--- src/sv/kdre_pkg.sv ---
package kdre_pkg;

  // configuration port geometry
  localparam int unsigned ApbAddrW = 5;
  localparam int unsigned ApbDataW = 32;

  // register indexes, one 32-bit word each
  localparam logic [2:0] RegLongPress   = 3'd0;
  localparam logic [2:0] RegRepeatStart = 3'd1;
  localparam logic [2:0] RegRepeatStep  = 3'd2;
  localparam logic [2:0] RegPause       = 3'd3;
  localparam logic [2:0] RegDebounce    = 3'd4;

  // register reset values
  localparam logic [7:0] LongPressRst   = 8'd32;
  localparam logic [7:0] RepeatStartRst = 8'd40;
  localparam logic [7:0] RepeatStepRst  = 8'd48;
  localparam logic [7:0] PauseRst       = 8'd64;
  localparam logic [3:0] DebounceRst    = 4'd4;

  // item commands
  localparam logic [1:0] ModeSample = 2'd0;
  localparam logic [1:0] ModePause  = 2'd1;
  localparam logic [1:0] ModeKill   = 2'd2;

  // event kinds
  localparam logic [1:0] EvFirst  = 2'd0;
  localparam logic [1:0] EvLong   = 2'd1;
  localparam logic [1:0] EvRepeat = 2'd2;
  localparam logic [1:0] EvBreak  = 2'd3;

  // key phases: repeat levels are the level value itself
  localparam logic [6:0] PhOff    = 7'd0;
  localparam logic [6:0] PhRep1   = 7'd1;
  localparam logic [6:0] PhRep2   = 7'd2;
  localparam logic [6:0] PhRep4   = 7'd4;
  localparam logic [6:0] PhRep8   = 7'd8;
  localparam logic [6:0] PhRep16  = 7'd16;
  localparam logic [6:0] PhDelay  = 7'd95;
  localparam logic [6:0] PhStart  = 7'd97;
  localparam logic [6:0] PhPause  = 7'd98;
  localparam logic [6:0] PhKilled = 7'd99;

  typedef struct packed {
    logic [1:0] mode;
    logic [2:0] key_index;
    logic       pressed;
  } in_item_t;

  typedef struct packed {
    logic [1:0] event_kind;
    logic [2:0] event_key;
  } out_item_t;

  typedef struct packed {
    logic [7:0] history;
    logic [7:0] tick;
    logic [6:0] phase;
  } key_state_t;

  typedef struct packed {
    logic [7:0] long_press_ticks;
    logic [7:0] repeat_start_ticks;
    logic [7:0] repeat_step_ticks;
    logic [7:0] pause_ticks;
    logic [3:0] debounce_bits;
  } cfg_t;

  // history pattern that confirms a press, count clamped to 1..8
  function automatic logic [7:0] press_pattern(logic [3:0] db);
    logic [3:0] n;
    n = (db == 4'd0) ? 4'd1 : ((db > 4'd8) ? 4'd8 : db);
    return 8'((9'd1 << n) - 9'd1);
  endfunction

endpackage

--- src/sv/kdre_cfg.sv ---
module kdre_cfg
  import kdre_pkg::*;
(
  input  logic                clk_i,
  input  logic                rst_ni,
  input  logic                psel,
  input  logic                penable,
  input  logic                pwrite,
  input  logic [ApbAddrW-1:0] paddr,
  input  logic [ApbDataW-1:0] pwdata,
  output logic [ApbDataW-1:0] prdata,
  output logic                pready,
  output cfg_t                cfg_o
);

  cfg_t       cfg_q, cfg_d;
  logic       wr_en;
  logic [2:0] reg_idx;

  assign pready  = 1'b1;
  assign wr_en   = psel && penable && pwrite;
  assign reg_idx = paddr[ApbAddrW-1:2];

  // register write decode
  always_comb begin
    cfg_d = cfg_q;
    if (wr_en) begin
      unique case (reg_idx)
        RegLongPress:   cfg_d.long_press_ticks   = pwdata[7:0];
        RegRepeatStart: cfg_d.repeat_start_ticks = pwdata[7:0];
        RegRepeatStep:  cfg_d.repeat_step_ticks  = pwdata[7:0];
        RegPause:       cfg_d.pause_ticks        = pwdata[7:0];
        RegDebounce:    cfg_d.debounce_bits      = pwdata[3:0];
        default:        cfg_d = cfg_q;
      endcase
    end
  end

  always_ff @(posedge clk_i or negedge rst_ni) begin
    if (!rst_ni) begin
      cfg_q.long_press_ticks   <= LongPressRst;
      cfg_q.repeat_start_ticks <= RepeatStartRst;
      cfg_q.repeat_step_ticks  <= RepeatStepRst;
      cfg_q.pause_ticks        <= PauseRst;
      cfg_q.debounce_bits      <= DebounceRst;
    end else begin
      cfg_q <= cfg_d;
    end
  end

  // read back
  always_comb begin
    unique case (reg_idx)
      RegLongPress:   prdata = ApbDataW'(cfg_q.long_press_ticks);
      RegRepeatStart: prdata = ApbDataW'(cfg_q.repeat_start_ticks);
      RegRepeatStep:  prdata = ApbDataW'(cfg_q.repeat_step_ticks);
      RegPause:       prdata = ApbDataW'(cfg_q.pause_ticks);
      RegDebounce:    prdata = ApbDataW'(cfg_q.debounce_bits);
      default:        prdata = '0;
    endcase
  end

  assign cfg_o = cfg_q;

endmodule

--- src/sv/kdre_mem.sv ---
module kdre_mem
  import kdre_pkg::*;
#(
  parameter int unsigned KEY_COUNT = 8,
  parameter int unsigned AddrW     = 3
) (
  input  logic             clk_i,
  input  logic             rst_ni,
  input  logic             rd_en_i,
  input  logic [AddrW-1:0] rd_addr_i,
  output key_state_t       rd_data_o,
  input  logic             wr_en_i,
  input  logic [AddrW-1:0] wr_addr_i,
  input  key_state_t       wr_data_i
);

  key_state_t           mem_q [KEY_COUNT];
  logic [KEY_COUNT-1:0] vld_q;
  key_state_t           rd_data_q;
  logic                 rd_vld_q;

  // storage, write port
  always_ff @(posedge clk_i) begin
    if (wr_en_i) begin
      mem_q[wr_addr_i] <= wr_data_i;
    end
  end

  // one valid bit per key, an unwritten key reads as all zeros
  always_ff @(posedge clk_i or negedge rst_ni) begin
    if (!rst_ni) begin
      vld_q <= '0;
    end else if (wr_en_i) begin
      vld_q[wr_addr_i] <= 1'b1;
    end
  end

  // registered read port, old data on a same-edge write
  always_ff @(posedge clk_i) begin
    if (rd_en_i) begin
      rd_data_q <= mem_q[rd_addr_i];
    end
  end

  always_ff @(posedge clk_i or negedge rst_ni) begin
    if (!rst_ni) begin
      rd_vld_q <= 1'b0;
    end else if (rd_en_i) begin
      rd_vld_q <= vld_q[rd_addr_i];
    end
  end

  assign rd_data_o = rd_vld_q ? rd_data_q : '0;

endmodule

--- src/sv/kdre_next.sv ---
module kdre_next
  import kdre_pkg::*;
(
  input  cfg_t       cfg_i,
  input  in_item_t   item_i,
  input  logic       key_ok_i,
  input  key_state_t cur_i,
  output key_state_t nxt_o,
  output logic       wr_en_o,
  output logic       emit_o,
  output out_item_t  res_o
);

  logic [7:0] hist_n;
  logic [7:0] tick_n;
  logic [6:0] lvl_n;
  logic [7:0] lvl_mask;

  assign hist_n = {cur_i.history[6:0], item_i.pressed};
  assign tick_n = cur_i.tick + 8'd1;

  // repeat level after a possible halving, and the tick mask it sets
  always_comb begin
    lvl_n  = cur_i.phase;
    if (tick_n >= cfg_i.repeat_step_ticks) begin
      lvl_n = cur_i.phase >> 1;
    end
    lvl_mask = 8'(lvl_n - 7'd1);
  end

  // per-key update for one item
  always_comb begin
    nxt_o              = cur_i;
    wr_en_o            = 1'b0;
    emit_o             = 1'b0;
    res_o.event_kind   = EvFirst;
    res_o.event_key    = item_i.key_index;
    if (key_ok_i) begin
      unique case (item_i.mode)
        ModeSample: begin
          wr_en_o       = 1'b1;
          nxt_o.history = hist_n;
          nxt_o.tick    = tick_n;
          if (cur_i.phase != PhOff && hist_n == 8'd0) begin
            // release
            nxt_o.phase = PhOff;
            nxt_o.tick  = 8'd0;
            if (cur_i.phase != PhKilled) begin
              emit_o           = 1'b1;
              res_o.event_kind = EvBreak;
            end
          end else begin
            unique case (cur_i.phase)
              PhOff: begin
                if (hist_n == press_pattern(cfg_i.debounce_bits)) begin
                  nxt_o.phase = PhStart;
                  nxt_o.tick  = 8'd0;
                end
              end
              PhStart: begin
                nxt_o.phase      = PhDelay;
                nxt_o.tick       = 8'd0;
                emit_o           = 1'b1;
                res_o.event_kind = EvFirst;
              end
              PhDelay: begin
                if (tick_n == cfg_i.long_press_ticks) begin
                  emit_o           = 1'b1;
                  res_o.event_kind = EvLong;
                end
                if (tick_n == cfg_i.repeat_start_ticks) begin
                  nxt_o.phase = PhRep16;
                  nxt_o.tick  = 8'd0;
                end
              end
              PhRep16, PhRep8, PhRep4, PhRep2: begin
                if (lvl_n != cur_i.phase) begin
                  nxt_o.phase = lvl_n;
                  nxt_o.tick  = 8'd0;
                  // counter cleared, so the mask test passes
                  emit_o           = 1'b1;
                  res_o.event_kind = EvRepeat;
                end else if ((tick_n & lvl_mask) == 8'd0) begin
                  emit_o           = 1'b1;
                  res_o.event_kind = EvRepeat;
                end
              end
              PhRep1: begin
                emit_o           = 1'b1;
                res_o.event_kind = EvRepeat;
              end
              PhPause: begin
                if (tick_n >= cfg_i.pause_ticks) begin
                  nxt_o.phase = PhRep8;
                  nxt_o.tick  = 8'd0;
                end
              end
              default: begin
                nxt_o.phase = cur_i.phase;
              end
            endcase
          end
        end
        ModePause: begin
          wr_en_o     = 1'b1;
          nxt_o.phase = PhPause;
          nxt_o.tick  = 8'd0;
        end
        ModeKill: begin
          wr_en_o     = 1'b1;
          nxt_o.phase = PhKilled;
        end
        default: begin
          wr_en_o = 1'b0;
        end
      endcase
    end
  end

endmodule

--- src/sv/key_debounce_repeat_events_unit.sv ---
// channel   | signals                               | payload
// ----------+---------------------------------------+--------------------------
// cfg       | psel penable pwrite paddr pwdata ...  | 32-bit registers at 4*i
// in        | in_valid_i / in_ready_o               | in_data_i  (in_item_t)
// out       | out_valid_o / out_ready_i             | out_data_o (out_item_t)
//
// one item per cycle sustained unless a held result stalls the update stage; an event
// passes the key state read from the state memory, then update and result register
// a key touched by consecutive items is forwarded from the last write-back
// reset clears the per-key valid bits at once, no clearing pass, no idle time
// a held result stalls the update stage only when that stage has an event
module key_debounce_repeat_events_unit
  import kdre_pkg::*;
#(
  parameter int unsigned KEY_COUNT = 8
) (
  input  logic                clk_i,
  input  logic                rst_ni,
  input  logic                psel,
  input  logic                penable,
  input  logic                pwrite,
  input  logic [ApbAddrW-1:0] paddr,
  input  logic [ApbDataW-1:0] pwdata,
  output logic [ApbDataW-1:0] prdata,
  output logic                pready,
  input  logic                in_valid_i,
  output logic                in_ready_o,
  input  in_item_t            in_data_i,
  output logic                out_valid_o,
  input  logic                out_ready_i,
  output out_item_t           out_data_o
);

  localparam int unsigned AddrW = (KEY_COUNT > 1) ? $clog2(KEY_COUNT) : 1;

  cfg_t             cfg;
  logic             in_xfer;
  logic [AddrW-1:0] in_addr;

  // update stage
  logic             s1_vld_q;
  in_item_t         s1_item_q;
  logic [AddrW-1:0] s1_addr;
  logic             s1_key_ok;
  logic             s1_fire;
  key_state_t       mem_rd;
  key_state_t       cur_state;
  key_state_t       nxt_state;
  logic             upd_we;
  logic             upd_emit;
  out_item_t        upd_res;
  logic             mem_we;

  // last write-back, for forwarding
  logic             wb_vld_q;
  logic [AddrW-1:0] wb_addr_q;
  key_state_t       wb_state_q;

  // result register
  logic             out_vld_q;
  out_item_t        out_data_q;

  kdre_cfg u_cfg (
    .clk_i,
    .rst_ni,
    .psel,
    .penable,
    .pwrite,
    .paddr,
    .pwdata,
    .prdata,
    .pready,
    .cfg_o (cfg)
  );

  assign in_addr    = AddrW'(in_data_i.key_index);
  assign in_ready_o = !s1_vld_q || s1_fire;
  assign in_xfer    = in_valid_i && in_ready_o;

  kdre_mem #(
    .KEY_COUNT (KEY_COUNT),
    .AddrW     (AddrW)
  ) u_mem (
    .clk_i,
    .rst_ni,
    .rd_en_i   (in_xfer),
    .rd_addr_i (in_addr),
    .rd_data_o (mem_rd),
    .wr_en_i   (mem_we),
    .wr_addr_i (s1_addr),
    .wr_data_i (nxt_state)
  );

  // update stage holds the item whose key state is being read
  always_ff @(posedge clk_i or negedge rst_ni) begin
    if (!rst_ni) begin
      s1_vld_q <= 1'b0;
    end else if (in_ready_o) begin
      s1_vld_q <= in_xfer;
    end
  end

  always_ff @(posedge clk_i) begin
    if (in_xfer) begin
      s1_item_q <= in_data_i;
    end
  end

  assign s1_addr   = AddrW'(s1_item_q.key_index);
  assign s1_key_ok = 32'(s1_item_q.key_index) < KEY_COUNT;

  // forward the write that landed on the same edge as this item's read
  assign cur_state = (wb_vld_q && wb_addr_q == s1_addr) ? wb_state_q : mem_rd;

  kdre_next u_next (
    .cfg_i    (cfg),
    .item_i   (s1_item_q),
    .key_ok_i (s1_key_ok),
    .cur_i    (cur_state),
    .nxt_o    (nxt_state),
    .wr_en_o  (upd_we),
    .emit_o   (upd_emit),
    .res_o    (upd_res)
  );

  assign s1_fire = s1_vld_q && (!upd_emit || !out_vld_q || out_ready_i);
  assign mem_we  = s1_fire && upd_we;

  always_ff @(posedge clk_i or negedge rst_ni) begin
    if (!rst_ni) begin
      wb_vld_q <= 1'b0;
    end else if (mem_we) begin
      wb_vld_q <= 1'b1;
    end
  end

  always_ff @(posedge clk_i) begin
    if (mem_we) begin
      wb_addr_q  <= s1_addr;
      wb_state_q <= nxt_state;
    end
  end

  // result register
  always_ff @(posedge clk_i or negedge rst_ni) begin
    if (!rst_ni) begin
      out_vld_q <= 1'b0;
    end else if (s1_fire && upd_emit) begin
      out_vld_q <= 1'b1;
    end else if (out_ready_i) begin
      out_vld_q <= 1'b0;
    end
  end

  always_ff @(posedge clk_i) begin
    if (s1_fire && upd_emit) begin
      out_data_q <= upd_res;
    end
  end

  assign out_valid_o = out_vld_q;
  assign out_data_o  = out_data_q;

  // an accepted item always reaches the update stage
  a_xfer_enters: assert property (@(posedge clk_i) disable iff (!rst_ni)
    in_xfer |=> s1_vld_q)
    else $error("accepted item lost before update stage");

  // a stalled update stage keeps its item
  a_stall_holds: assert property (@(posedge clk_i) disable iff (!rst_ni)
    s1_vld_q && !s1_fire |=> s1_vld_q && $stable(s1_item_q))
    else $error("update stage changed while stalled");

  // state is written back only by a finished update
  a_write_on_fire: assert property (@(posedge clk_i) disable iff (!rst_ni)
    mem_we |-> s1_vld_q && s1_key_ok)
    else $error("state write without a valid in-range item");

  // a held result is never overwritten
  a_no_overwrite: assert property (@(posedge clk_i) disable iff (!rst_ni)
    out_vld_q && !out_ready_i |-> !(s1_fire && upd_emit))
    else $error("pending result overwritten");

  // events only name keys that exist
  a_event_key: assert property (@(posedge clk_i) disable iff (!rst_ni)
    out_vld_q |-> 32'(out_data_q.event_key) < KEY_COUNT)
    else $error("event for a key outside the key count");

endmodule
--- config.mk ---
export PLATFORM = sky130hd
export DESIGN_NAME = key_debounce_repeat_events_unit
export DESIGN_NICKNAME = d
export VERILOG_FILES = /design/src/sv/kdre_pkg.sv /design/src/sv/kdre_cfg.sv /design/src/sv/kdre_mem.sv /design/src/sv/kdre_next.sv /design/src/sv/key_debounce_repeat_events_unit.sv
export SDC_FILE = /design/constraint.sdc
export NUM_CORES = 1
export LEC_CHECK = 0
export ABC_AREA = 1
export BUFFER_PORTS_ARGS = -buffer_cell sky130_fd_sc_hd__buf_2
export CAP_MARGIN = 30
export CORE_ASPECT_RATIO = 1.5
export CORE_MARGIN = 2
export CORE_UTILIZATION = 30
export DETAILED_ROUTE_END_ITERATION = 10
export GPL_ROUTABILITY_DRIVEN = 1
export MAX_ROUTING_LAYER = met4
export REMOVE_ABC_BUFFERS = 1
export SLEW_MARGIN = 5
export SYNTH_ARGS = -nofsm -noshare
export SYNTH_HDL_FRONTEND = slang
export SYNTH_SLANG_ARGS = --single-unit
--- constraint.sdc ---
create_clock -name clk_i -period 11.94 [get_ports clk_i]
set_input_delay 1.194 -clock clk_i [delete_from_list [all_inputs] [get_ports clk_i]]
set_output_delay 1.194 -clock clk_i [all_outputs]
set_load 0.01 [all_outputs]
==> run_summary.xml, run 1 <==
<?xml version="1.0" encoding="UTF-8"?>
<metrics>
  <group name="clocking">
    <metric name="clock_tree.root_cell" unit="">clkbuf_16</metric>
    <metric name="worst_setup_hold_path_clk_slew" unit="ns">0.06</metric>
    <metric name="cts_repair_resize_count" unit="">0</metric>
    <metric name="numCtsBuffers" unit="">26</metric>
    <metric name="tritoncts" unit="">done</metric>
    <metric name="insertion_delay" unit="ns">0.54</metric>
    <metric name="cts_sinks" unit="">282</metric>
    <metric name="htree_num_levels" unit="">1</metric>
    <metric name="ctsHoldBuffers" unit="">0</metric>
    <metric name="max-clock-path-buffers" unit="">3</metric>
    <metric name="cts_setup_buffers" unit="">0</metric>
  </group>
  <group name="power_and_ir_drop">
    <metric name="leakagePower" unit="nW">6.17</metric>
    <metric name="vdd.ir_drop.worst" unit="µV">96.2</metric>
    <metric name="power.net_switching" unit="µW">686</metric>
    <metric name="internal-power" unit="mW">1.74</metric>
    <metric name="clock_share_of_power" unit="">0.335</metric>
    <metric name="power_frac_seq" unit="">0.489</metric>
    <metric name="netSwitchingFraction" unit="">0.283</metric>
    <metric name="power_frac_comb" unit="">0.176</metric>
    <metric name="power-per-cell-area" unit="mW/mm²">158</metric>
  </group>
  <group name="floorplan">
    <metric name="num_io_pins" unit="">90</metric>
    <metric name="chipHeight" unit="µm">266</metric>
    <metric name="rows" unit="">95</metric>
    <metric name="initial_core_util" unit="">0.305</metric>
    <metric name="die_width" unit="µm">178</metric>
    <metric name="floorplan.core_area" unit="mm²">0.0449</metric>
    <metric name="full_die_area" unit="mm²">0.0474</metric>
  </group>
  <group name="synthesis">
    <metric name="synth_ff_type" unit="">edfxtp_1</metric>
    <metric name="synth_cells" unit="">1376</metric>
    <metric name="synth-edff-count" unit="">234</metric>
    <metric name="seq_area_frac_synth" unit="">0.601</metric>
    <metric name="yosysTopAreaCell" unit="">edfxtp_1</metric>
    <metric name="synth_area" unit="mm²">0.0137</metric>
    <metric name="synth_cell_types" unit="">55</metric>
    <metric name="avgSynthCellArea" unit="µm²">9.96</metric>
    <metric name="yosysTopAreaCellShare" unit="">0.513</metric>
    <metric name="flop_and_latch_count_out_of_synthesis" unit="">282</metric>
    <metric name="synthesis.yosys.warnings" unit="">0</metric>
    <metric name="postSynth.asyncResetShare" unit="">0.170</metric>
    <metric name="synth.top_cells.by_area" unit="">edfxtp_1, dfrtp_1, nand2_1</metric>
  </group>
  <group name="sta">
    <metric name="rsz0062_at_grt" unit="">false</metric>
    <metric name="timing_max_transition_violations_final" unit="">0</metric>
    <metric name="fin_worst_skew" unit="ns">0.0147</metric>
    <metric name="period_minus_slack" unit="ns">7.57</metric>
    <metric name="hold_viol" unit="">0</metric>
    <metric name="transition_time_at_the_pin_with_the_least_slew_margin" unit="ns">1.07</metric>
    <metric name="hold_slack" unit="ns">0.454</metric>
    <metric name="setup_viol" unit="">0</metric>
    <metric name="fin_crit_sh" unit="">0.634</metric>
    <metric name="fmaxAchievable" unit="GHz">0.132</metric>
    <metric name="slew_headroom" unit="">0.281</metric>
    <metric name="setup_tns" unit="ns">0</metric>
  </group>
  <group name="hold_path">
    <metric name="timing.hold.worst.class" unit="">flop to flop</metric>
    <metric name="hold_path_startpoint" unit="">u_mem.vld_q[2]$_DFFE_PN0P_</metric>
    <metric name="hold_depth" unit="">2</metric>
    <metric name="terminating_pin_of_the_worst_hold_path" unit="">u_mem.vld_q[2]$_DFFE_PN0P_</metric>
  </group>
  <group name="grt">
    <metric name="grt.total_usage" unit="">0.145</metric>
    <metric name="maximum_number_of_pins_on_one_net_before_global_route_repair" unit="">89</metric>
    <metric name="vias_in_the_first_global_route" unit="">9488</metric>
    <metric name="top_usage_layer" unit="">met2</metric>
    <metric name="grt.met1_usage" unit="">0.156</metric>
    <metric name="grt_first_pass_wirelength" unit="mm">52.0</metric>
    <metric name="grt_overflow_total" unit="">0</metric>
    <metric name="grt_antenna_before_repair" unit="">0</metric>
    <metric name="gr-usage-met3" unit="">0.0164</metric>
    <metric name="use_met2" unit="">0.268</metric>
  </group>
  <group name="setup_path">
    <metric name="critPathArrivalTime" unit="ns">6.37</metric>
    <metric name="critical-path-max-stage-delay" unit="ns">0.52</metric>
    <metric name="critical_path_peak_fanout" unit="">34</metric>
    <metric name="category_of_the_worst_setup_path_capture_point" unit="">output pin</metric>
    <metric name="worst_path_max_delay_cell" unit="">edfxtp_1</metric>
    <metric name="regToRegStartpoint" unit="">s1_addr[0]$_DFFE_PP_</metric>
    <metric name="worst-r2r-cell-count" unit="">35</metric>
    <metric name="cp.required" unit="ns">10.75</metric>
    <metric name="worst-setup-path-type" unit="">flop to output pin</metric>
    <metric name="crit_top_cell" unit="">nand2_1</metric>
    <metric name="r2r_setup_slack" unit="ns">5.37</metric>
    <metric name="category_of_the_worst_setup_path_launch_point" unit="">flop</metric>
    <metric name="worstReg2RegEnd" unit="">u_mem.rd_data_q[7]$_DFFE_PP_</metric>
  </group>
  <group name="drt">
    <metric name="wirelength" unit="mm">33.5</metric>
    <metric name="firstDrtPassIters" unit="">5</metric>
    <metric name="drcViolationCount" unit="">0</metric>
    <metric name="drt_iter0_drc" unit="">820</metric>
    <metric name="routed_via_density" unit="">4.85</metric>
    <metric name="avgRoutedWirePerCell" unit="µm">16.6</metric>
    <metric name="antenna_left" unit="">0</metric>
    <metric name="vias" unit="">9798</metric>
  </group>
  <group name="final_layout">
    <metric name="antenna_cell_count" unit="">0</metric>
    <metric name="drive_above_1_share" unit="">0.129</metric>
    <metric name="design.final.nets" unit="">1491</metric>
    <metric name="flow.area_growth_from_synthesis" unit="%">11.9</metric>
  </group>
  <group name="run">
    <metric name="cap_violations" unit="">0</metric>
  </group>
  <group name="placement">
    <metric name="buffer_ports.inserted" unit="">38</metric>
    <metric name="hpwlAfterDp" unit="mm">22.3</metric>
    <metric name="finalWeightedCongestion" unit="">0.879</metric>
  </group>
  <group name="outcome">
    <metric name="result_of_the_run" unit="">finished clean</metric>
  </group>
</metrics>
-- critical path: cells and delay by family (launching register included) --
family / cells / cell delay, ns
compound gates: 3 / 0.73
fa+ha+maj: 3 / 0.84
buf+inv: 5 / 0.45
flops: 1 / 0.52
simple gates: 22 / 3.25
-- metrics by stage --
stage | instance area (µm²) | total power [mW] | setup slack [ns] | utilization | instances
global placement | 14400 | 1.62 | 4.91 | 0.321 | 1962
finish | 15300 | 2.42 | 4.37 | 0.341 | 2020
floorplan | 13400 | 1.49 | 6.45 | - | 1326
global route | 15300 | 2.54 | 3.80 | 0.341 | 2020
CTS | 15300 | 2.44 | 4.26 | 0.340 | 2014
detailed placement | 14500 | 1.63 | 4.86 | 0.322 | 1966
-- layout make-up --
type,instances,area [µm²]
Fill cell,4494,29600
Sequential cell,282,8240
Multi-Input combinational cell,898,4600
Tap cell,582,728
Clock buffer,32,694
Inverter,146,548
Timing Repair Buffer,64,395
Clock inverter,16,136
-- layer usage --
layer	up-vias	part of all wire
li1	4748	-
met1	4710	0.39
met2	262	0.53
met3	78	0.041
met4	0	0.033
met5	-	0
-- Yosys cell counts (3+ instances only) --
master,n
nor2_2,7
nand4_1,7
o211ai_1,4
o2111ai_1,3
buf_2,5
nand2_1,229
o21ai_0,151
a31oi_1,22
buf_1,7
a22oi_1,9
nand4_2,9
o22ai_1,29
clkbuf_1,32
nor2_1,199
inv_2,13
edfxtp_1,234
nand3_1,66
dfrtp_1,41
nand2_2,20
nand3_2,5
buf_4,27
inv_1,132
xnor2_1,5
nor3_1,9
o21ai_1,13
nand2_4,6
xor2_1,4
nand3b_1,3
buf_6,3
ha_1,23
nor2_4,4
a21oi_1,21
dfstp_2,7
-- worst max path at each step --
stage                       endpoint  slack (ns)  cells after the start                 start
after floorplan           in_ready_o        6.45                     32  s1_addr[0]$_DFFE_PP_
after global placement    in_ready_o        4.91                     33  s1_addr[0]$_DFFE_PP_
after global routing      in_ready_o        3.80                     33  s1_addr[0]$_DFFE_PP_
final                     in_ready_o        4.37                     33  s1_addr[0]$_DFFE_PP_
after CTS                 in_ready_o        4.26                     33  s1_addr[0]$_DFFE_PP_
after detailed placement  in_ready_o        4.86                     33  s1_addr[0]$_DFFE_PP_
-- logic make-up (layout without fill, tap and decap cells) --
family / Yosys count / count (layout) / synth area share
xor gates and xnor gates: 9 / 9 / 0.00575
adders and majority gates: 23 / 23 / 0.0210
other: 2 / 26 / 0.000548
buffers and inverters: 220 / 258 / 0.0698
DFF: 282 / 282 / 0.601
and+or+nand+nor: 576 / 576 / 0.193
AOI/OAI and AO/OA: 264 / 264 / 0.109
-- sequential cells by signal (all words and copies together), names as in the netlist --
name,cells
wb_vld_q,1
wb_state_q,22
out_data_o,5
s1_vld_q,1
u_mem.vld_q,8
s1_addr,3
u_cfg.cfg_o,36
wb_addr_q,3
out_valid_o,1
s1_item_q,3
u_mem.mem_q,176
u_mem.rd_data_q,22
u_mem.rd_vld_q,1
-- cells in the final DEF, fill, tap and decap left out, types with 5 or more instances in the layout --
| master | instances |
|---|---|
| nand4_2 | 9 |
| o21ai_1 | 13 |
| a22oi_1 | 9 |
| clkinv_1 | 7 |
| o21ai_0 | 151 |
| nor2_2 | 7 |
| o22ai_1 | 29 |
| clkbuf_16 | 27 |
| buf_4 | 18 |
| dfstp_2 | 7 |
| nor2_1 | 199 |
| xnor2_1 | 5 |
| inv_2 | 14 |
| a31oi_1 | 22 |
| edfxtp_1 | 234 |
| nand3_1 | 66 |
| ha_1 | 23 |
| nand3_2 | 5 |
| nand4_1 | 7 |
| buf_2 | 42 |
| clkbuf_1 | 5 |
| nand2_2 | 20 |
| clkinv_2 | 5 |
| inv_1 | 131 |
| nand2_4 | 6 |
| dfrtp_1 | 41 |
| conb_1 | 26 |
| a21oi_1 | 21 |
| nor3_1 | 9 |
| nand2_1 | 229 |
-- power by group through the flow --
| stage | sequential [mW] | clock, mW | combinational [mW] |
|---|---|---|---|
| floorplan | 1.19 | 0 | 0.294 |
| global placement | 1.20 | 0 | 0.414 |
| detailed placement | 1.21 | 0 | 0.423 |
| CTS | 1.19 | 0.829 | 0.425 |
| global route | 1.19 | 0.867 | 0.482 |
| finish | 1.18 | 0.813 | 0.426 |
No activity file was read; power rests on OpenSTA's default activity.
==> run 2: changes to the inputs <==
- ABC_AREA: 1 -> 0
- clock period: 11.94 -> 7.2 ns (I/O delays scaled with it)
==> run 2 against run 1 <==
Largest power group unchanged; non-clock buffer count increased by 11; synthesized area shrank 1.6%; sequential cell count unchanged; clock skew down 0.0049 ns; critical endpoint unchanged; sequential power is 71% higher; clock power grew 72%.
==> run_summary.xml, run 2 <==
<?xml version="1.0" encoding="UTF-8"?>
<metrics>
  <group name="run">
    <metric name="cap_violations" unit="">0</metric>
  </group>
  <group name="drt">
    <metric name="routed_via_density" unit="">4.93</metric>
    <metric name="vias" unit="">7758</metric>
    <metric name="antenna_left" unit="">0</metric>
    <metric name="avgRoutedWirePerCell" unit="µm">19.1</metric>
    <metric name="drcViolationCount" unit="">0</metric>
    <metric name="firstDrtPassIters" unit="">5</metric>
    <metric name="wirelength" unit="mm">30.1</metric>
    <metric name="drt_iter0_drc" unit="">421</metric>
  </group>
  <group name="synthesis">
    <metric name="synth_ff_type" unit="">edfxtp_1</metric>
    <metric name="synth_cell_types" unit="">73</metric>
    <metric name="yosysTopAreaCellShare" unit="">0.521</metric>
    <metric name="synthesis.yosys.warnings" unit="">0</metric>
    <metric name="yosysTopAreaCell" unit="">edfxtp_1</metric>
    <metric name="synth_area" unit="mm²">0.0135</metric>
    <metric name="avgSynthCellArea" unit="µm²">14.7</metric>
    <metric name="synth.top_cells.by_area" unit="">edfxtp_1, mux4_2, dfrtp_1</metric>
    <metric name="synth_cells" unit="">918</metric>
    <metric name="flop_and_latch_count_out_of_synthesis" unit="">282</metric>
    <metric name="synth-edff-count" unit="">234</metric>
    <metric name="yosys-top-cells-count" unit="">edfxtp_1, mux2_2, mux4_2</metric>
    <metric name="yosysMostFrequentCell" unit="">edfxtp_1</metric>
    <metric name="postSynth.asyncResetShare" unit="">0.170</metric>
    <metric name="seq_area_frac_synth" unit="">0.611</metric>
  </group>
  <group name="sta">
    <metric name="fmaxAchievable" unit="GHz">0.148</metric>
    <metric name="timing_max_transition_violations_final" unit="">0</metric>
    <metric name="rsz0062_at_grt" unit="">false</metric>
    <metric name="transition_time_at_the_pin_with_the_least_slew_margin" unit="ns">0.873</metric>
    <metric name="fin_worst_skew" unit="ns">0.00980</metric>
    <metric name="final_worst_setup_slack" unit="ns">0.453</metric>
    <metric name="hold_viol" unit="">0</metric>
    <metric name="period_minus_slack" unit="ns">6.75</metric>
    <metric name="slew_headroom" unit="">0.418</metric>
    <metric name="setup_viol" unit="">0</metric>
    <metric name="fin_crit_sh" unit="">0.937</metric>
  </group>
  <group name="grt">
    <metric name="vias_in_the_first_global_route" unit="">8095</metric>
    <metric name="grt.total_usage" unit="">0.133</metric>
    <metric name="grt_overflow_total" unit="">0</metric>
    <metric name="grt_first_pass_wirelength" unit="mm">46.4</metric>
    <metric name="maximum_number_of_pins_on_one_net_before_global_route_repair" unit="">49</metric>
    <metric name="grt_antenna_before_repair" unit="">0</metric>
  </group>
  <group name="outcome">
    <metric name="result_of_the_run" unit="">finished clean</metric>
  </group>
  <group name="clocking">
    <metric name="htree_num_levels" unit="">1</metric>
    <metric name="tritoncts" unit="">done</metric>
    <metric name="max-clock-path-buffers" unit="">3</metric>
    <metric name="insertion_delay" unit="ns">0.54</metric>
    <metric name="cts_sinks" unit="">282</metric>
    <metric name="numCtsBuffers" unit="">25</metric>
    <metric name="worst_setup_hold_path_clk_slew" unit="ns">0.07</metric>
    <metric name="clock_tree.root_cell" unit="">clkbuf_16</metric>
  </group>
  <group name="final_layout">
    <metric name="layout.filler_cells" unit="">4329</metric>
    <metric name="layout.cells.most_common_list" unit="">edfxtp_1, mux2_2, mux4_2</metric>
    <metric name="layout.cells.most_common" unit="">edfxtp_1</metric>
    <metric name="drive_above_1_share" unit="">0.257</metric>
    <metric name="flow.area_growth_from_synthesis" unit="%">13.2</metric>
    <metric name="design.final.nets" unit="">1046</metric>
    <metric name="largest-register" unit="">u_mem.mem_q</metric>
    <metric name="largest_register_ffs" unit="">176</metric>
    <metric name="antenna_cell_count" unit="">0</metric>
  </group>
  <group name="setup_path">
    <metric name="r2r_setup_slack" unit="ns">0.98</metric>
    <metric name="critical_path_peak_fanout" unit="">9</metric>
    <metric name="critPathArrivalTime" unit="ns">6.03</metric>
    <metric name="cp.required" unit="ns">6.48</metric>
    <metric name="critical-path-max-stage-delay" unit="ns">0.41</metric>
    <metric name="worst-setup-path-type" unit="">flop to output pin</metric>
    <metric name="worst_path_max_delay_cell" unit="">and4_2</metric>
    <metric name="category_of_the_worst_setup_path_launch_point" unit="">flop</metric>
    <metric name="worst-r2r-cell-count" unit="">25</metric>
    <metric name="category_of_the_worst_setup_path_capture_point" unit="">output pin</metric>
  </group>
  <group name="floorplan">
    <metric name="full_die_area" unit="mm²">0.0467</metric>
    <metric name="floorplan.core_area" unit="mm²">0.0446</metric>
    <metric name="num_io_pins" unit="">90</metric>
    <metric name="rows" unit="">95</metric>
    <metric name="chipHeight" unit="µm">264</metric>
    <metric name="die_width" unit="µm">177</metric>
    <metric name="initial_core_util" unit="">0.302</metric>
  </group>
  <group name="hold_path">
    <metric name="timing.hold.worst.class" unit="">input pin to asynchronous set/reset pin</metric>
  </group>
  <group name="placement">
    <metric name="finalWeightedCongestion" unit="">0.875</metric>
    <metric name="buffer_ports.inserted" unit="">38</metric>
    <metric name="hpwlAfterDp" unit="mm">21.3</metric>
    <metric name="place_ws" unit="ns">0.462</metric>
  </group>
  <group name="power_and_ir_drop">
    <metric name="overall_power" unit="mW">4.16</metric>
    <metric name="leakagePower" unit="nW">5.46</metric>
    <metric name="power-per-cell-area" unit="mW/mm²">273</metric>
    <metric name="vdd.ir_drop.worst" unit="µV">152</metric>
  </group>
</metrics>
==> run 2: layout make-up <==
class	instances	area [µm²]	share of cell area
Clock buffer	26	629	0.0413
Clock inverter	19	225	0.0148
Inverter	35	131	0.00862
Timing Repair Buffer	75	478	0.0313
Multi-Input combinational cell	554	4820	0.316
Sequential cell	282	8240	0.540
Tap cell	582	728	0.0478
==> run 2: logic make-up after synthesis <==
kind of cell    share of synthesized area
mux                                 0.152
buf+inv                            0.0400
xor+xnor                           0.0271
fa+ha+maj                          0.0214
flops                               0.611
compound gates                     0.0722
other cells                      0.000557
simple gates                       0.0750
==> run 2: per-layer routing <==
layer,GRT usage,up-vias,share of wire
met2,0.247,174,0.54
li1,-,3608,-
met5,-,-,0
met3,0.0139,59,0.028
met1,0.142,3917,0.39
met4,0.0556,0,0.037
==> run 2: critical path: cells and delay by family, from the launching register on <==
| family | cells | cell delay (ns) |
|---|---|---|
| AO/OA/AOI/OAI | 8 | 1.21 |
| XOR/XNOR | 2 | 0.38 |
| adder cells (fa/ha/maj) | 3 | 0.93 |
| buffers and inverters | 1 | 0.15 |
| flip-flops | 1 | 0.40 |
| multiplexers | 1 | 0.28 |
| AND/OR/NAND/NOR | 10 | 2.12 |
==> run 2: path summary, 6_finish.rpt <==
kind                                            start                      endpoint
min                                            rst_ni    u_mem.vld_q[2]$_DFFE_PN0P_
max                              s1_addr[1]$_DFFE_PP_                    in_ready_o
min reg2reg                u_mem.vld_q[0]$_DFFE_PN0P_    u_mem.vld_q[0]$_DFFE_PN0P_
max reg2reg                      s1_addr[1]$_DFFE_PP_  u_mem.mem_q[7][12]$_DFFE_PP_
min in group clk_i                       in_data_i[0]        s1_item_q[0]$_DFFE_PP_
max in group asynchronous                      rst_ni   u_cfg.cfg_o[26]$_DFFE_PN0P_
==> run 2: through the flow <==
stage / TNS [ns] / std cells / instance area, µm² / util / hold WS [ns]
CTS: 0 / 1568 / 15200 / 0.341 / 0.283
global route: 0 / 1573 / 15200 / 0.342 / 0.309
detailed placement: 0 / 1523 / 14300 / 0.322 / 0.455
global placement: 0 / 1522 / 14300 / 0.322 / 0.444
finish: 0 / 1573 / 15200 / 0.342 / 0.267
floorplan: -25.05 / 871 / 13200 / - / 0.423
==> run 2: what timing repair did <==
action,CTS,global route
setup buffers,0,2
setup endpoints to repair,1,1
gates resized for setup,2,3
hold buffers,0,0
==> run 2: power by group <==
group / total (mW) / internal, mW / leakage (nW) / switching [mW]
logic: 0.740 / 0.314 / 2.33 / 0.426
registers: 2.02 / 1.94 / 2.73 / 0.0829
clock network: 1.40 / 0.790 / 0.406 / 0.609
total: 4.16 / 3.04 / 5.46 / 1.12
==> run 3: changes to the inputs <==
- REMOVE_ABC_BUFFERS: 1 -> default
==> run 3 against run 2 <==
Die area stayed put; clock-buffer cell count is 5 higher; first-iteration DRC count grew 39%; largest power group unchanged; non-clock buffer count shrank 3; largest cell class unchanged; sequential power about the same; via count up 1.8%.
==> run_summary.xml, run 3 (synthesis results as in run 2) <==
<?xml version="1.0" encoding="UTF-8"?>
<metrics>
  <group name="grt">
    <metric name="maximum_number_of_pins_on_one_net_before_global_route_repair" unit="">49</metric>
    <metric name="grt_antenna_before_repair" unit="">0</metric>
    <metric name="vias_in_the_first_global_route" unit="">8058</metric>
    <metric name="grt.total_usage" unit="">0.141</metric>
    <metric name="grt_overflow_total" unit="">0</metric>
    <metric name="grt_first_pass_wirelength" unit="mm">48.3</metric>
  </group>
  <group name="final_layout">
    <metric name="layout.cells.most_common" unit="">edfxtp_1</metric>
    <metric name="post-route-cell-area" unit="mm²">0.0152</metric>
    <metric name="layout.filler_cells" unit="">4304</metric>
    <metric name="largest-register" unit="">u_mem.mem_q</metric>
    <metric name="design.final.nets" unit="">1044</metric>
    <metric name="largest_register_ffs" unit="">176</metric>
    <metric name="drive_above_1_share" unit="">0.253</metric>
    <metric name="finished_core_util" unit="">0.342</metric>
    <metric name="flow.area_growth_from_synthesis" unit="%">13.1</metric>
    <metric name="antenna_cell_count" unit="">0</metric>
    <metric name="layout.cells.most_common_list" unit="">edfxtp_1, mux2_2, mux4_2</metric>
  </group>
  <group name="sta">
    <metric name="hold_slack" unit="ns">0.274</metric>
    <metric name="fin_worst_skew" unit="ns">0.0197</metric>
    <metric name="fmaxAchievable" unit="GHz">0.148</metric>
    <metric name="setup_viol" unit="">0</metric>
    <metric name="hold_viol" unit="">0</metric>
    <metric name="slew_headroom" unit="">0.324</metric>
    <metric name="final_worst_setup_slack" unit="ns">0.440</metric>
    <metric name="period_minus_slack" unit="ns">6.76</metric>
    <metric name="transition_time_at_the_pin_with_the_least_slew_margin" unit="ns">1.01</metric>
    <metric name="fin_crit_sh" unit="">0.939</metric>
    <metric name="setup_tns" unit="ns">0</metric>
    <metric name="timing_max_transition_violations_final" unit="">0</metric>
  </group>
  <group name="drt">
    <metric name="highest-signal-layer" unit="">met4</metric>
    <metric name="routed_via_density" unit="">5.02</metric>
    <metric name="firstDrtPassIters" unit="">5</metric>
    <metric name="drcViolationCount" unit="">0</metric>
    <metric name="met3_wirelength" unit="mm">1.08</metric>
    <metric name="drt_iter0_drc" unit="">585</metric>
    <metric name="vias" unit="">7898</metric>
    <metric name="met1Wirelength" unit="mm">11.4</metric>
    <metric name="wl_met2" unit="mm">17.6</metric>
    <metric name="antenna_left" unit="">0</metric>
    <metric name="wirelength" unit="mm">31.6</metric>
    <metric name="avgRoutedWirePerCell" unit="µm">20.1</metric>
  </group>
  <group name="placement">
    <metric name="buffer_ports.inserted" unit="">38</metric>
    <metric name="dpl-instance-area" unit="mm²">0.0144</metric>
    <metric name="hpwlAfterDp" unit="mm">21.5</metric>
    <metric name="place_ws" unit="ns">0.323</metric>
    <metric name="finalWeightedCongestion" unit="">0.891</metric>
  </group>
  <group name="clocking">
    <metric name="worst_setup_hold_path_clk_slew" unit="ns">0.07</metric>
    <metric name="insertion_delay" unit="ns">0.55</metric>
    <metric name="cts_sinks" unit="">282</metric>
    <metric name="max-clock-path-buffers" unit="">3</metric>
    <metric name="clock_tree.root_cell" unit="">clkbuf_16</metric>
    <metric name="tritoncts" unit="">done</metric>
    <metric name="htree_num_levels" unit="">1</metric>
    <metric name="numCtsBuffers" unit="">26</metric>
    <metric name="cts_setup_buffers" unit="">0</metric>
  </group>
  <group name="setup_path">
    <metric name="category_of_the_worst_setup_path_launch_point" unit="">flop</metric>
    <metric name="critical_path_peak_fanout" unit="">9</metric>
    <metric name="cp.required" unit="ns">6.48</metric>
    <metric name="category_of_the_worst_setup_path_capture_point" unit="">output pin</metric>
    <metric name="worst-setup-path-type" unit="">flop to output pin</metric>
    <metric name="critPathArrivalTime" unit="ns">6.04</metric>
  </group>
  <group name="power_and_ir_drop">
    <metric name="power-per-cell-area" unit="mW/mm²">269</metric>
    <metric name="leakagePower" unit="nW">5.44</metric>
    <metric name="vdd.ir_drop.worst" unit="µV">177</metric>
  </group>
  <group name="hold_path">
    <metric name="timing.hold.worst.class" unit="">input pin to asynchronous set/reset pin</metric>
  </group>
  <group name="floorplan">
    <metric name="chipHeight" unit="µm">264</metric>
    <metric name="num_io_pins" unit="">90</metric>
    <metric name="rows" unit="">95</metric>
    <metric name="initial_core_util" unit="">0.302</metric>
    <metric name="full_die_area" unit="mm²">0.0467</metric>
    <metric name="die_width" unit="µm">177</metric>
    <metric name="floorplan.core_area" unit="mm²">0.0446</metric>
  </group>
  <group name="run">
    <metric name="cap_violations" unit="">0</metric>
  </group>
  <group name="outcome">
    <metric name="result_of_the_run" unit="">finished clean</metric>
  </group>
</metrics>
==> run 3: cell count changes in the layout (fill, tap and decap cells not counted), moves of 2 or more <==
cell	delta
clkinvlp_4	-2
clkinv_4	-2
clkbuf_1	+4
bufinv_16	-2
inv_8	-2
clkinv_1	+2
buf_12	+4
buf_4	-6
clkinv_2	+2
==> run 3: layer usage <==
metal,up-vias,GRT usage
met5,-,-
met4,0,0.0628
met3,71,0.0186
met2,200,0.264
met1,4019,0.142
li1,3608,-
==> run 3: path summary, 6_finish.rpt <==
path	from	end	slack [ns]	cells after the start
setup / recovery	s1_addr[1]$_DFFE_PP_	in_ready_o	0.44	25
hold / removal	rst_ni	u_mem.vld_q[6]$_DFFE_PN0P_	0.27	2
setup reg to reg	s1_addr[1]$_DFFE_PP_	u_mem.mem_q[6][4]$_DFFE_PP_	0.98	25
hold reg to reg	u_mem.vld_q[0]$_DFFE_PN0P_	u_mem.vld_q[0]$_DFFE_PN0P_	0.47	1
max in group asynchronous	rst_ni	u_cfg.cfg_o[26]$_DFFE_PN0P_	6.47	2
min in group clk_i	in_data_i[0]	s1_item_q[0]$_DFFE_PP_	0.35	1
==> run 3: area by class of cell <==
class | count | area (µm²) | share of cell area
Timing Repair Buffer | 72 | 505 | 0.0332
Inverter | 35 | 131 | 0.00862
Tap cell | 582 | 728 | 0.0478
Multi-Input combinational cell | 554 | 4830 | 0.317
Clock inverter | 16 | 140 | 0.00920
Sequential cell | 282 | 8240 | 0.540
Clock buffer | 31 | 669 | 0.0439
==> run 3: what timing repair did <==
action / 4_1_cts / 5_1_grt
endpoints found under the setup margin: 1 / 1
resized for setup: 3 / 4
hold buffers: 0 / 0
==> run 3: worst max-delay path, stage by stage, from the launching register on <==
cell and delay (ns):
edfxtp_1 0.41, xnor2_1 0.26, and4_4 0.35, nand2_1 0.06, o21ai_0 0.11, ha_2 0.29, and3_1 0.20, nand4_1 0.12
xnor2_1 0.17, a21oi_1 0.10, ha_1 0.30, nand2_1 0.06, nor2_1 0.23, a31o_2 0.32, mux2i_1 0.27, ha_2 0.32
nand2_1 0.07, a211oi_1 0.24, a21oi_1 0.06, nor3_1 0.13, a211oi_1 0.08, and3_1 0.23, or3_4 0.45, a21boi_0 0.36
or3_1 0.17, buf_2 0.12
==> run 3: per-stage QoR <==
step / power (mW) / instances
after floorplan: 2.56 / 942
after global placement: 2.78 / 1522
after detailed placement: 2.80 / 1523
after CTS: 4.14 / 1570
after global routing: 4.29 / 1572
final: 4.10 / 1572
==> run 3: power by group <==
group          total [mW]  internal, mW  switching [mW]
clock network        1.33         0.736           0.592
logic               0.742         0.312           0.431
registers            2.03          1.94          0.0890
total                4.10          2.99            1.11
